===== src/lpc_pkg.sv =====
// shared types and constants for the led pattern controller
`default_nettype none

package lpc_pkg;

    localparam int CNT_W      = 16;
    localparam int MODE_W     = 3;
    localparam int IDX_W      = 2;
    localparam int OUT_W      = 4;
    localparam int APB_DATA_W = 32;
    localparam int APB_ADDR_W = 5;
    localparam int REG_IDX_W  = 3;
    localparam int STEP_W     = $clog2(CNT_W);
    localparam int SUB_W      = 2 * CNT_W;

    localparam logic [STEP_W-1:0] STEP_FIRST = STEP_W'(CNT_W - 1);
    localparam logic [STEP_W-1:0] STEP_LAST  = '0;

    // led modes; the two top codes are stored but behave like a free-running counter
    localparam logic [MODE_W-1:0] MODE_OFF   = 3'd0;
    localparam logic [MODE_W-1:0] MODE_ON    = 3'd1;
    localparam logic [MODE_W-1:0] MODE_SLOW  = 3'd2;
    localparam logic [MODE_W-1:0] MODE_FAST  = 3'd3;
    localparam logic [MODE_W-1:0] MODE_SHORT = 3'd4;
    localparam logic [MODE_W-1:0] MODE_LONG  = 3'd5;

    localparam logic CMD_TICK = 1'b0;
    localparam logic CMD_SET  = 1'b1;

    localparam logic [REG_IDX_W-1:0] REG_SLOW_PERIOD = 3'd0;
    localparam logic [REG_IDX_W-1:0] REG_FAST_PERIOD = 3'd1;
    localparam logic [REG_IDX_W-1:0] REG_SHORT_FLASH = 3'd2;
    localparam logic [REG_IDX_W-1:0] REG_LONG_FLASH  = 3'd3;
    localparam logic [REG_IDX_W-1:0] REG_INVERT      = 3'd4;

    localparam logic [CNT_W-1:0] RST_SLOW_PERIOD = 16'd1000;
    localparam logic [CNT_W-1:0] RST_FAST_PERIOD = 16'd200;
    localparam logic [CNT_W-1:0] RST_SHORT_FLASH = 16'd100;
    localparam logic [CNT_W-1:0] RST_LONG_FLASH  = 16'd500;
    localparam logic [OUT_W-1:0] RST_INVERT      = 4'd0;

    typedef struct packed {
        logic [CNT_W-1:0] slow_period;
        logic [CNT_W-1:0] fast_period;
        logic [CNT_W-1:0] short_flash;
        logic [CNT_W-1:0] long_flash;
        logic [OUT_W-1:0] invert_mask;
    } t_cfg;

    typedef struct packed {
        logic wr;         // any register write this cycle
        logic period_wr;  // write to a blink period register
    } t_reg_evt;

    typedef struct packed {
        logic              tick;
        logic              set;
        logic [MODE_W-1:0] mode;
        logic              rem_load;
        logic              rem_step;
        logic [STEP_W-1:0] rem_shift;
    } t_cell_ctl;

endpackage

`default_nettype wire


===== src/lpc_if.sv =====
// request channel interfaces for command input and pattern result
`default_nettype none

interface lpc_in_if;
    import lpc_pkg::*;

    logic              valid;
    logic              ready;
    logic              cmd;
    logic [IDX_W-1:0]  led_index;
    logic [MODE_W-1:0] mode;

    modport source (output valid, output cmd, output led_index, output mode, input ready);
    modport sink (input valid, input cmd, input led_index, input mode, output ready);
endinterface

interface lpc_out_if;
    import lpc_pkg::*;

    logic             valid;
    logic             ready;
    logic [OUT_W-1:0] pin_levels;
    logic [OUT_W-1:0] lit_mask;

    modport source (output valid, output pin_levels, output lit_mask, input ready);
    modport sink (input valid, input pin_levels, input lit_mask, output ready);
endinterface

`default_nettype wire


===== src/lpc_apb_regs.sv =====
// apb configuration registers of the led pattern controller
`default_nettype none

module lpc_apb_regs (
    input  wire logic                           i_clk,
    input  wire logic                           i_rst_n,
    input  wire logic                           psel,
    input  wire logic                           penable,
    input  wire logic                           pwrite,
    input  wire logic [lpc_pkg::APB_ADDR_W-1:0] paddr,
    input  wire logic [lpc_pkg::APB_DATA_W-1:0] pwdata,
    output logic      [lpc_pkg::APB_DATA_W-1:0] prdata,
    output logic                                pready,
    output lpc_pkg::t_cfg                       o_cfg,
    output lpc_pkg::t_reg_evt                   o_evt
);
    import lpc_pkg::*;

    t_cfg                 r_cfg;
    t_cfg                 n_cfg;
    logic                 w_wr;
    logic [REG_IDX_W-1:0] w_idx;

    assign w_idx  = paddr[APB_ADDR_W-1:2];
    assign w_wr   = psel && penable && pwrite;
    assign pready = 1'b1;

    always_comb begin
        n_cfg = r_cfg;
        if (w_wr) begin
            unique case (w_idx)
                REG_SLOW_PERIOD: n_cfg.slow_period = pwdata[CNT_W-1:0];
                REG_FAST_PERIOD: n_cfg.fast_period = pwdata[CNT_W-1:0];
                REG_SHORT_FLASH: n_cfg.short_flash = pwdata[CNT_W-1:0];
                REG_LONG_FLASH:  n_cfg.long_flash  = pwdata[CNT_W-1:0];
                REG_INVERT:      n_cfg.invert_mask = pwdata[OUT_W-1:0];
                default:         n_cfg = r_cfg;
            endcase
        end
    end

    always_ff @(posedge i_clk) begin
        if (!i_rst_n) begin
            r_cfg.slow_period <= RST_SLOW_PERIOD;
            r_cfg.fast_period <= RST_FAST_PERIOD;
            r_cfg.short_flash <= RST_SHORT_FLASH;
            r_cfg.long_flash  <= RST_LONG_FLASH;
            r_cfg.invert_mask <= RST_INVERT;
        end else begin
            r_cfg <= n_cfg;
        end
    end

    always_comb begin
        unique case (w_idx)
            REG_SLOW_PERIOD: prdata = APB_DATA_W'(r_cfg.slow_period);
            REG_FAST_PERIOD: prdata = APB_DATA_W'(r_cfg.fast_period);
            REG_SHORT_FLASH: prdata = APB_DATA_W'(r_cfg.short_flash);
            REG_LONG_FLASH:  prdata = APB_DATA_W'(r_cfg.long_flash);
            REG_INVERT:      prdata = APB_DATA_W'(r_cfg.invert_mask);
            default:         prdata = '0;
        endcase
    end

    assign o_cfg           = r_cfg;
    assign o_evt.wr        = w_wr;
    assign o_evt.period_wr = w_wr && (w_idx == REG_SLOW_PERIOD || w_idx == REG_FAST_PERIOD);

endmodule

`default_nettype wire


===== src/lpc_led_cell.sv =====
// state and update logic of one led: mode, light, counter and period remainder
`default_nettype none

module lpc_led_cell (
    input  wire logic               i_clk,
    input  wire logic               i_rst_n,
    input  wire lpc_pkg::t_cell_ctl i_ctl,
    input  wire lpc_pkg::t_cfg      i_cfg,
    output logic                    o_lit_next
);
    import lpc_pkg::*;

    logic [MODE_W-1:0] r_mode;
    logic [MODE_W-1:0] n_mode;
    logic              r_lit;
    logic              n_lit;
    logic [CNT_W-1:0]  r_count;
    logic [CNT_W-1:0]  n_count;
    logic [CNT_W-1:0]  r_rem;
    logic [CNT_W-1:0]  n_rem;

    logic [CNT_W-1:0]  w_slow_p;
    logic [CNT_W-1:0]  w_fast_p;
    logic [CNT_W-1:0]  w_period;
    logic [CNT_W-1:0]  w_inc;
    logic [CNT_W-1:0]  w_rem_inc;
    logic [CNT_W:0]    w_twice;
    logic [CNT_W:0]    w_per_ext;
    logic [SUB_W-1:0]  w_sub;
    logic [CNT_W-1:0]  w_rem_next;

    // zero period behaves as one
    assign w_slow_p  = (i_cfg.slow_period == '0) ? CNT_W'(1) : i_cfg.slow_period;
    assign w_fast_p  = (i_cfg.fast_period == '0) ? CNT_W'(1) : i_cfg.fast_period;
    assign w_period  = (r_mode == MODE_FAST) ? w_fast_p : w_slow_p;
    assign w_inc     = r_count + CNT_W'(1);
    // blinking leds take their phase from the remainder; the raw counter stays for
    // a later period change
    assign w_rem_inc = r_rem + CNT_W'(1);
    assign w_twice   = {r_rem, 1'b0};
    assign w_per_ext = {1'b0, w_period};

    // one restoring step of count mod period, shifted divisor from the top bit down
    assign w_sub      = SUB_W'(w_period) << i_ctl.rem_shift;
    assign w_rem_next = (SUB_W'(r_rem) >= w_sub) ? (r_rem - w_sub[CNT_W-1:0]) : r_rem;

    always_comb begin
        n_mode  = r_mode;
        n_lit   = r_lit;
        n_count = r_count;
        n_rem   = r_rem;

        if (i_ctl.rem_load) begin
            n_rem = r_count;
        end else if (i_ctl.rem_step) begin
            n_rem = w_rem_next;
        end

        if (i_ctl.set) begin
            n_mode  = i_ctl.mode;
            n_count = '0;
            n_rem   = '0;
            unique case (i_ctl.mode)
                MODE_OFF: begin
                    n_lit = 1'b0;
                end
                MODE_ON: begin
                    n_lit = 1'b1;
                end
                MODE_SHORT: begin
                    n_count = i_cfg.short_flash;
                    n_lit   = 1'b1;
                end
                MODE_LONG: begin
                    n_count = i_cfg.long_flash;
                    n_lit   = 1'b1;
                end
                default: begin
                    n_lit = r_lit;
                end
            endcase
        end else if (i_ctl.tick) begin
            unique case (r_mode)
                MODE_SLOW, MODE_FAST: begin
                    // remainder is always kept below the period
                    if (w_twice > w_per_ext) begin
                        n_lit = 1'b0;
                    end else if (w_twice < w_per_ext) begin
                        n_lit = 1'b1;
                    end
                    n_count = (w_rem_inc == w_period) ? '0 : w_rem_inc;
                    n_rem   = n_count;
                end
                MODE_SHORT, MODE_LONG: begin
                    if (r_count != '0) begin
                        n_count = r_count - CNT_W'(1);
                    end else begin
                        n_mode  = MODE_OFF;
                        n_lit   = 1'b0;
                        n_count = '0;
                    end
                end
                default: begin
                    n_count = w_inc;
                end
            endcase
        end
    end

    always_ff @(posedge i_clk) begin
        if (!i_rst_n) begin
            r_mode  <= MODE_OFF;
            r_lit   <= 1'b0;
            r_count <= '0;
            r_rem   <= '0;
        end else begin
            r_mode  <= n_mode;
            r_lit   <= n_lit;
            r_count <= n_count;
            r_rem   <= n_rem;
        end
    end

    assign o_lit_next = n_lit;

endmodule

`default_nettype wire


===== src/led_pattern_controller.sv =====
// led pattern controller: per-led blink and flash patterns with apb configuration
// a request's result is captured in the output register at the edge that accepts it;
// one request per cycle when the result side keeps up and no register write or remainder pass holds it off.
// a write to either blink period blocks requests in the write cycle and during a
// 16-step remainder pass that reduces every blinking counter modulo its new period.
// synchronous active-low reset: all leds off and dark, counters zero, registers at defaults.
`default_nettype none

module led_pattern_controller #(
    parameter int NUM_LEDS = 4
) (
    input  wire logic                           i_clk,
    input  wire logic                           i_rst_n,
    lpc_in_if.sink                              i_in,
    lpc_out_if.source                           o_out,
    input  wire logic                           psel,
    input  wire logic                           penable,
    input  wire logic                           pwrite,
    input  wire logic [lpc_pkg::APB_ADDR_W-1:0] paddr,
    input  wire logic [lpc_pkg::APB_DATA_W-1:0] pwdata,
    output logic      [lpc_pkg::APB_DATA_W-1:0] prdata,
    output logic                                pready
);
    import lpc_pkg::*;

    t_cfg              w_cfg;
    t_reg_evt          w_evt;
    logic              w_accept;
    logic              w_in_ready;
    logic [NUM_LEDS-1:0] w_lit_next;
    logic [OUT_W-1:0]  w_lit_out;

    logic              r_rem_active;
    logic              n_rem_active;
    logic [STEP_W-1:0] r_rem_shift;
    logic [STEP_W-1:0] n_rem_shift;

    logic              r_out_valid;
    logic [OUT_W-1:0]  r_pin_levels;
    logic [OUT_W-1:0]  r_lit_mask;

    lpc_apb_regs u_regs (
        .i_clk   (i_clk),
        .i_rst_n (i_rst_n),
        .psel    (psel),
        .penable (penable),
        .pwrite  (pwrite),
        .paddr   (paddr),
        .pwdata  (pwdata),
        .prdata  (prdata),
        .pready  (pready),
        .o_cfg   (w_cfg),
        .o_evt   (w_evt)
    );

    assign w_in_ready = (!r_out_valid || o_out.ready) && !r_rem_active && !w_evt.wr;
    assign w_accept   = i_in.valid && w_in_ready;
    assign i_in.ready = w_in_ready;

    // remainder pass sequencing
    always_comb begin
        n_rem_active = r_rem_active;
        n_rem_shift  = r_rem_shift;
        if (w_evt.period_wr) begin
            n_rem_active = 1'b1;
            n_rem_shift  = STEP_FIRST;
        end else if (r_rem_active) begin
            if (r_rem_shift == STEP_LAST) begin
                n_rem_active = 1'b0;
            end else begin
                n_rem_shift = r_rem_shift - STEP_W'(1);
            end
        end
    end

    always_ff @(posedge i_clk) begin
        if (!i_rst_n) begin
            r_rem_active <= 1'b0;
            r_rem_shift  <= STEP_FIRST;
        end else begin
            r_rem_active <= n_rem_active;
            r_rem_shift  <= n_rem_shift;
        end
    end

    for (genvar g = 0; g < NUM_LEDS; g++) begin : g_led
        t_cell_ctl w_ctl;

        always_comb begin
            w_ctl.tick      = w_accept && (i_in.cmd == CMD_TICK);
            w_ctl.set       = w_accept && (i_in.cmd == CMD_SET) && (32'(i_in.led_index) == g);
            w_ctl.mode      = i_in.mode;
            w_ctl.rem_load  = w_evt.period_wr;
            w_ctl.rem_step  = r_rem_active && !w_evt.period_wr;
            w_ctl.rem_shift = r_rem_shift;
        end

        lpc_led_cell u_cell (
            .i_clk      (i_clk),
            .i_rst_n    (i_rst_n),
            .i_ctl      (w_ctl),
            .i_cfg      (w_cfg),
            .o_lit_next (w_lit_next[g])
        );
    end

    for (genvar b = 0; b < OUT_W; b++) begin : g_out
        if (b < NUM_LEDS) begin : g_used
            assign w_lit_out[b] = w_lit_next[b];
        end else begin : g_unused
            assign w_lit_out[b] = 1'b0;
        end
    end

    always_ff @(posedge i_clk) begin
        if (!i_rst_n) begin
            r_out_valid <= 1'b0;
        end else if (w_accept) begin
            r_out_valid <= 1'b1;
        end else if (o_out.ready) begin
            r_out_valid <= 1'b0;
        end
    end

    always_ff @(posedge i_clk) begin
        if (w_accept) begin
            r_lit_mask   <= w_lit_out;
            r_pin_levels <= w_lit_out ^ w_cfg.invert_mask;
        end
    end

    assign o_out.valid      = r_out_valid;
    assign o_out.lit_mask   = r_lit_mask;
    assign o_out.pin_levels = r_pin_levels;

endmodule

`default_nettype wire


===== src/flat_wrapper.sv =====
// flat-port wrapper written by rule: the top's interface ports become plain ports
module led_pattern_controller_flat import lpc_pkg::*;
#(
    parameter int NUM_LEDS = 4
)
  (i_clk, i_rst_n, psel, penable, pwrite, paddr, pwdata, prdata, pready, i_in_valid, i_in_cmd, i_in_led_index, i_in_mode, i_in_ready, o_out_valid, o_out_pin_levels, o_out_lit_mask, o_out_ready);
  lpc_in_if i_in_i ();
  lpc_out_if o_out_i ();
  input  wire logic i_clk;
  input  wire logic i_rst_n;
  input  wire logic psel;
  input  wire logic penable;
  input  wire logic pwrite;
  input  wire logic [lpc_pkg::APB_ADDR_W-1:0] paddr;
  input  wire logic [lpc_pkg::APB_DATA_W-1:0] pwdata;
  output logic      [lpc_pkg::APB_DATA_W-1:0] prdata;
  output logic pready;
  input wire logic [$bits(i_in_i.valid)-1:0] i_in_valid;
  input wire logic [$bits(i_in_i.cmd)-1:0] i_in_cmd;
  input wire logic [$bits(i_in_i.led_index)-1:0] i_in_led_index;
  input wire logic [$bits(i_in_i.mode)-1:0] i_in_mode;
  output wire logic [$bits(i_in_i.ready)-1:0] i_in_ready;
  output wire logic [$bits(o_out_i.valid)-1:0] o_out_valid;
  output wire logic [$bits(o_out_i.pin_levels)-1:0] o_out_pin_levels;
  output wire logic [$bits(o_out_i.lit_mask)-1:0] o_out_lit_mask;
  input wire logic [$bits(o_out_i.ready)-1:0] o_out_ready;
  assign i_in_i.valid = i_in_valid;
  assign i_in_i.cmd = i_in_cmd;
  assign i_in_i.led_index = i_in_led_index;
  assign i_in_i.mode = i_in_mode;
  assign i_in_ready = i_in_i.ready;
  assign o_out_valid = o_out_i.valid;
  assign o_out_pin_levels = o_out_i.pin_levels;
  assign o_out_lit_mask = o_out_i.lit_mask;
  assign o_out_i.ready = o_out_ready;
  led_pattern_controller #(.NUM_LEDS(NUM_LEDS)) u_core (.i_clk(i_clk), .i_rst_n(i_rst_n), .i_in(i_in_i), .o_out(o_out_i), .psel(psel), .penable(penable), .pwrite(pwrite), .paddr(paddr), .pwdata(pwdata), .prdata(prdata), .pready(pready));
endmodule

===== config.mk =====
export PLATFORM = sky130hd
export DESIGN_NAME = led_pattern_controller_flat
export DESIGN_NICKNAME = d
export VERILOG_FILES = /design/src/lpc_pkg.sv /design/src/lpc_if.sv /design/src/lpc_apb_regs.sv /design/src/lpc_led_cell.sv /design/src/led_pattern_controller.sv /design/src/flat_wrapper.sv
export SDC_FILE = /design/constraint.sdc
export NUM_CORES = 1
export LEC_CHECK = 0
export BUFFER_PORTS_ARGS = -buffer_cell sky130_fd_sc_hd__buf_4
export CORE_MARGIN = 8
export CORE_UTILIZATION = 45
export DETAILED_ROUTE_END_ITERATION = 10
export GPL_TIMING_DRIVEN = 0
export HOLD_SLACK_MARGIN = 0.15
export MAX_ROUTING_LAYER = met4
export PLACE_DENSITY = 0.67
export SYNTH_ARGS = -nofsm -noshare
export SYNTH_HDL_FRONTEND = slang
export SYNTH_SLANG_ARGS = --single-unit

===== constraint.sdc =====
create_clock -name i_clk -period 8.29 [get_ports i_clk]
set_input_delay 0.829 -clock i_clk [delete_from_list [all_inputs] [get_ports i_clk]]
set_output_delay 0.829 -clock i_clk [all_outputs]
set_load 0.01 [all_outputs]

==> reports/qor.txt <==
GPL Wtd Cong - 1.077
initial detailed-routing violation count - 4,308
Worst slew margin - 1.675%
Initial Util - 45.24%
Top cell by count, worst path - buf_1
worst min-delay path category - input pin to register
antenna violations before repair - 6
Max VDD drop - 0.0001461 V
Worst R2R Setup Slack - 0.51 ns
GRT overflow - 0
RR Endpoint - u_core.g_led[3].u_cell.r_rem[12]
Avg Cell Area, Syn - 7.477 sq um
slowest CP cell - buf_1
drt wl/cell - 30.21 um
Worst Hold Launch - pwdata[6]
Top delay family on crit path - buffers and inverters
CTS HTree Levels - 1
crit path max fanout - 10
cts repair resizes - 0
first-pass GRT wire length - 179,000 um
Post-CTS Setup Bufs - 0
CTS tree - yes
CP required - 8.82 ns
Syn Inst Count - 3,307
clock-pin slew on the worst setup and hold paths - 0.07 ns
clock sink count - 226
DP HPWL - 95,090 um
Mapped Area - 24,730 sq um
largest net degree at the start of global routing - 16
leakage - 10.41 nW
final slew viol count - 0
cells on worst reg2reg path - 18
I/O Pins - 93
slowest stage delay, CP - 0.90 ns
WHS - 0.4456 ns
hold buffers post-CTS - 0
sequential share of the synthesized area - 18.62%
total number of yosys warnings - 0
Worst-Skew Late Latency - 0.64 ns
Detail Route Antenna Nets - 0
vias in the first global route - 25,790
CP Data Arrival Time - 8.30 ns
die height - 250.4 um
number of buffers created by CTS - 31
# DRC - 0
Pwr Density - 118.5 nW/um^2
max-cap violation count - 0
min cycle time layout - 7.778 ns
vias post-DR - 28,360
Fin Setup TNS - 0 ns
PortBufs - 55
Placement Rows - 86
layout cell share with drive strength beyond 1 - 8.176%
RSZ-0062 raised after global routing - false
Final Skew - 0.04370 ns
Vias/cell - 6.838
Fin. Hold Viols - 0
Non-Filler Instances - 4,148
reg2reg start - u_core.r_rem_shift[2]
Slew @ Worst Pin - 1.475 ns
CTS Buffer Depth - 3
final worst-path cycle share - 93.83%
ys async rst share - 0%
routed wire length - 125,300 um
final design utilization - 49.85%
# setup viols final - 0
Nets - 3,601
startpoint types - register
core area - 54,660 sq um
Hold Path End - u_core.u_regs.o_cfg[58]
GRT Util Overall - 38.91%
die area - 62,710 sq um
WP buf/inv - 7
Min-Delay Path Depth - 3
Layout area overhead - 10.20%
Die Span X - 250.4 um
EDFF count, synth - 8
status - complete, no violations
Fmax achieved - 128.6 MHz
TritonRoute pass-1 iters - 6
crit end category - register
worst-path cell chain - clkbuf_1 > inv_1 > buf_1 > clkbuf_1 > buf_1 > buf_1 > o21a_1 > nand2_1 > ha_1 > a211oi_1 > a21oi_1 > a21oi_1 > o311ai_0 > o2111ai_1 > nor2_1 > buf_4 > a22oi_1 > o211ai_1
main flop type after synthesis - dfxtp_1
FF+latch count, synth - 226
clock tree root buffer cell - clkbuf_16
filler cell count - 5,561
Crit Path Category - register to register
placed insts - 4,083
Unique masters post-synth - 97
layer usage:
| layer | vias up | global-route usage (%) | wire length (um) | part of all wire (%) |
|---|---|---|---|---|
| li1 | 12490 | - | - | - |
| met4 | 0 | 21.17 | 8201 | 6.5 |
| met1 | 13480 | 50.08 | 50180 | 40 |
| met5 | - | - | 0 | 0 |
| met3 | 400 | 11.44 | 16540 | 13 |
| met2 | 1998 | 54.13 | 50390 | 40 |
synth_stat cells (59+ instances only):
| master | n | area share (%) |
|---|---|---|
| nand3_1 | 130 | 2.6 |
| a21oi_1 | 258 | 5.2 |
| nor3_1 | 124 | 2.5 |
| xor2_1 | 59 | 2.1 |
| o21ai_0 | 123 | 2.5 |
| clkbuf_1 | 212 | 3.2 |
| ha_1 | 135 | 6.8 |
| nand2_1 | 428 | 6.5 |
| nor2_1 | 258 | 3.9 |
| dfxtp_1 | 218 | 18 |
| xnor2_1 | 138 | 4.9 |
| inv_1 | 68 | 1.0 |
| mux2i_1 | 149 | 6.0 |
worst reg2reg max path, stage by stage (launching register included):
cell and delay [ns]:
dfxtp_1 0.30, clkbuf_1 0.34, inv_1 0.32, buf_1 0.63
clkbuf_1 0.57, buf_1 0.85, buf_1 0.91, o21a_1 0.29
nand2_1 0.16, ha_1 0.49, a211oi_1 0.12, a21oi_1 0.17
a21oi_1 0.09, o311ai_0 0.83, o2111ai_1 0.65, nor2_1 0.49
buf_4 0.25, a22oi_1 0.11, o211ai_1 0.10
worst max path at each step:
stage,startpoint,endpoint,slack (ns),cells after the start
final,u_core.r_rem_shift[2],u_core.g_led[3].u_cell.r_rem[12],0.51,18
after global routing,u_core.r_rem_shift[2],u_core.g_led[3].u_cell.r_rem[13],0.55,19
after CTS,u_core.r_rem_shift[2],u_core.g_led[3].u_cell.r_rem[12],0.88,19
after detailed placement,u_core.r_rem_shift[2],u_core.g_led[3].u_cell.r_rem[3],0.95,19
after global placement,u_core.r_rem_shift[2],u_core.g_led[3].u_cell.r_rem[13],0.94,19
after floorplan,u_core.r_rem_shift[1],u_core.g_led[3].u_cell.r_rem[8],3.55,23
per-stage QoR:
step | power, W | instance area (sq um) | setup WS [ns]
2_1_floorplan | 0.001502 | 24780 | 3.554
3_3_place_gp | 0.001704 | 26080 | 0.9385
3_5_place_dp | 0.001705 | 26110 | 0.9519
4_1_cts | 0.003189 | 27230 | 0.8761
5_1_grt | 0.003283 | 27250 | 0.5469
6_report | 0.003228 | 27250 | 0.5118
cell families (layout without fill, tap and decap cells):
logic type               after synthesis  in the layout  share of synthesized area, %
other                                  2             24                       0.03037
flip-flops                           226            226                         18.62
adder cells (fa/ha/maj)              139            139                         7.155
multiplexers                         221            221                         11.43
AND/OR/NAND/NOR                     1259           1259                         24.41
buffers and inverters                358            473                         6.300
AO/OA/AOI/OAI                        901            901                         24.71
XOR/XNOR                             201            201                         7.342
layout by cell type (no fill, tap or decap), types with 130 or more instances in the layout:
master    netlist  routed
nand2_1       428     428
nor2_1        258     258
a21oi_1       258     258
dfxtp_1       218     218
clkbuf_1      212     213
mux2i_1       149     149
xnor2_1       138     138
ha_1          135     135
nand3_1       130     130
power breakdown:
| part | switching [W] | internal, W | total [W] |
|---|---|---|---|
| combinational | 0.000385 | 0.000185 | 0.000569 |
| clock | 0.000627 | 0.000889 | 0.00152 |
| sequential | 0.0000259 | 0.00112 | 0.00114 |
final cells by class:
class	instances	area [sq um]	area share [%]
buffer	288	1292	4.743
clock inverter	22	271.5	0.9964
antenna	7	17.52	0.06429
tap	704	880.8	3.233
sequential	226	4604	16.90
multi-input combinational	2738	18640	68.39
inverter	70	265.3	0.9735
timing repair buffer	57	435.4	1.598
clock buffer	36	845.8	3.104
flip-flops by register name (all words and copies together) (netlist names):
signal,cells
u_core.o_out.pin_levels,4
u_core.g_led.u_cell.r_lit,4
u_core.u_regs.o_cfg,68
u_core.o_out.valid,1
u_core.g_led.u_cell.r_count,64
u_core.g_led.u_cell.r_rem,64
u_core.o_out.lit_mask,4
u_core.r_rem_active,1
u_core.r_rem_shift,4
u_core.g_led.u_cell.r_mode,12
(Power assumes the default switching activity.)
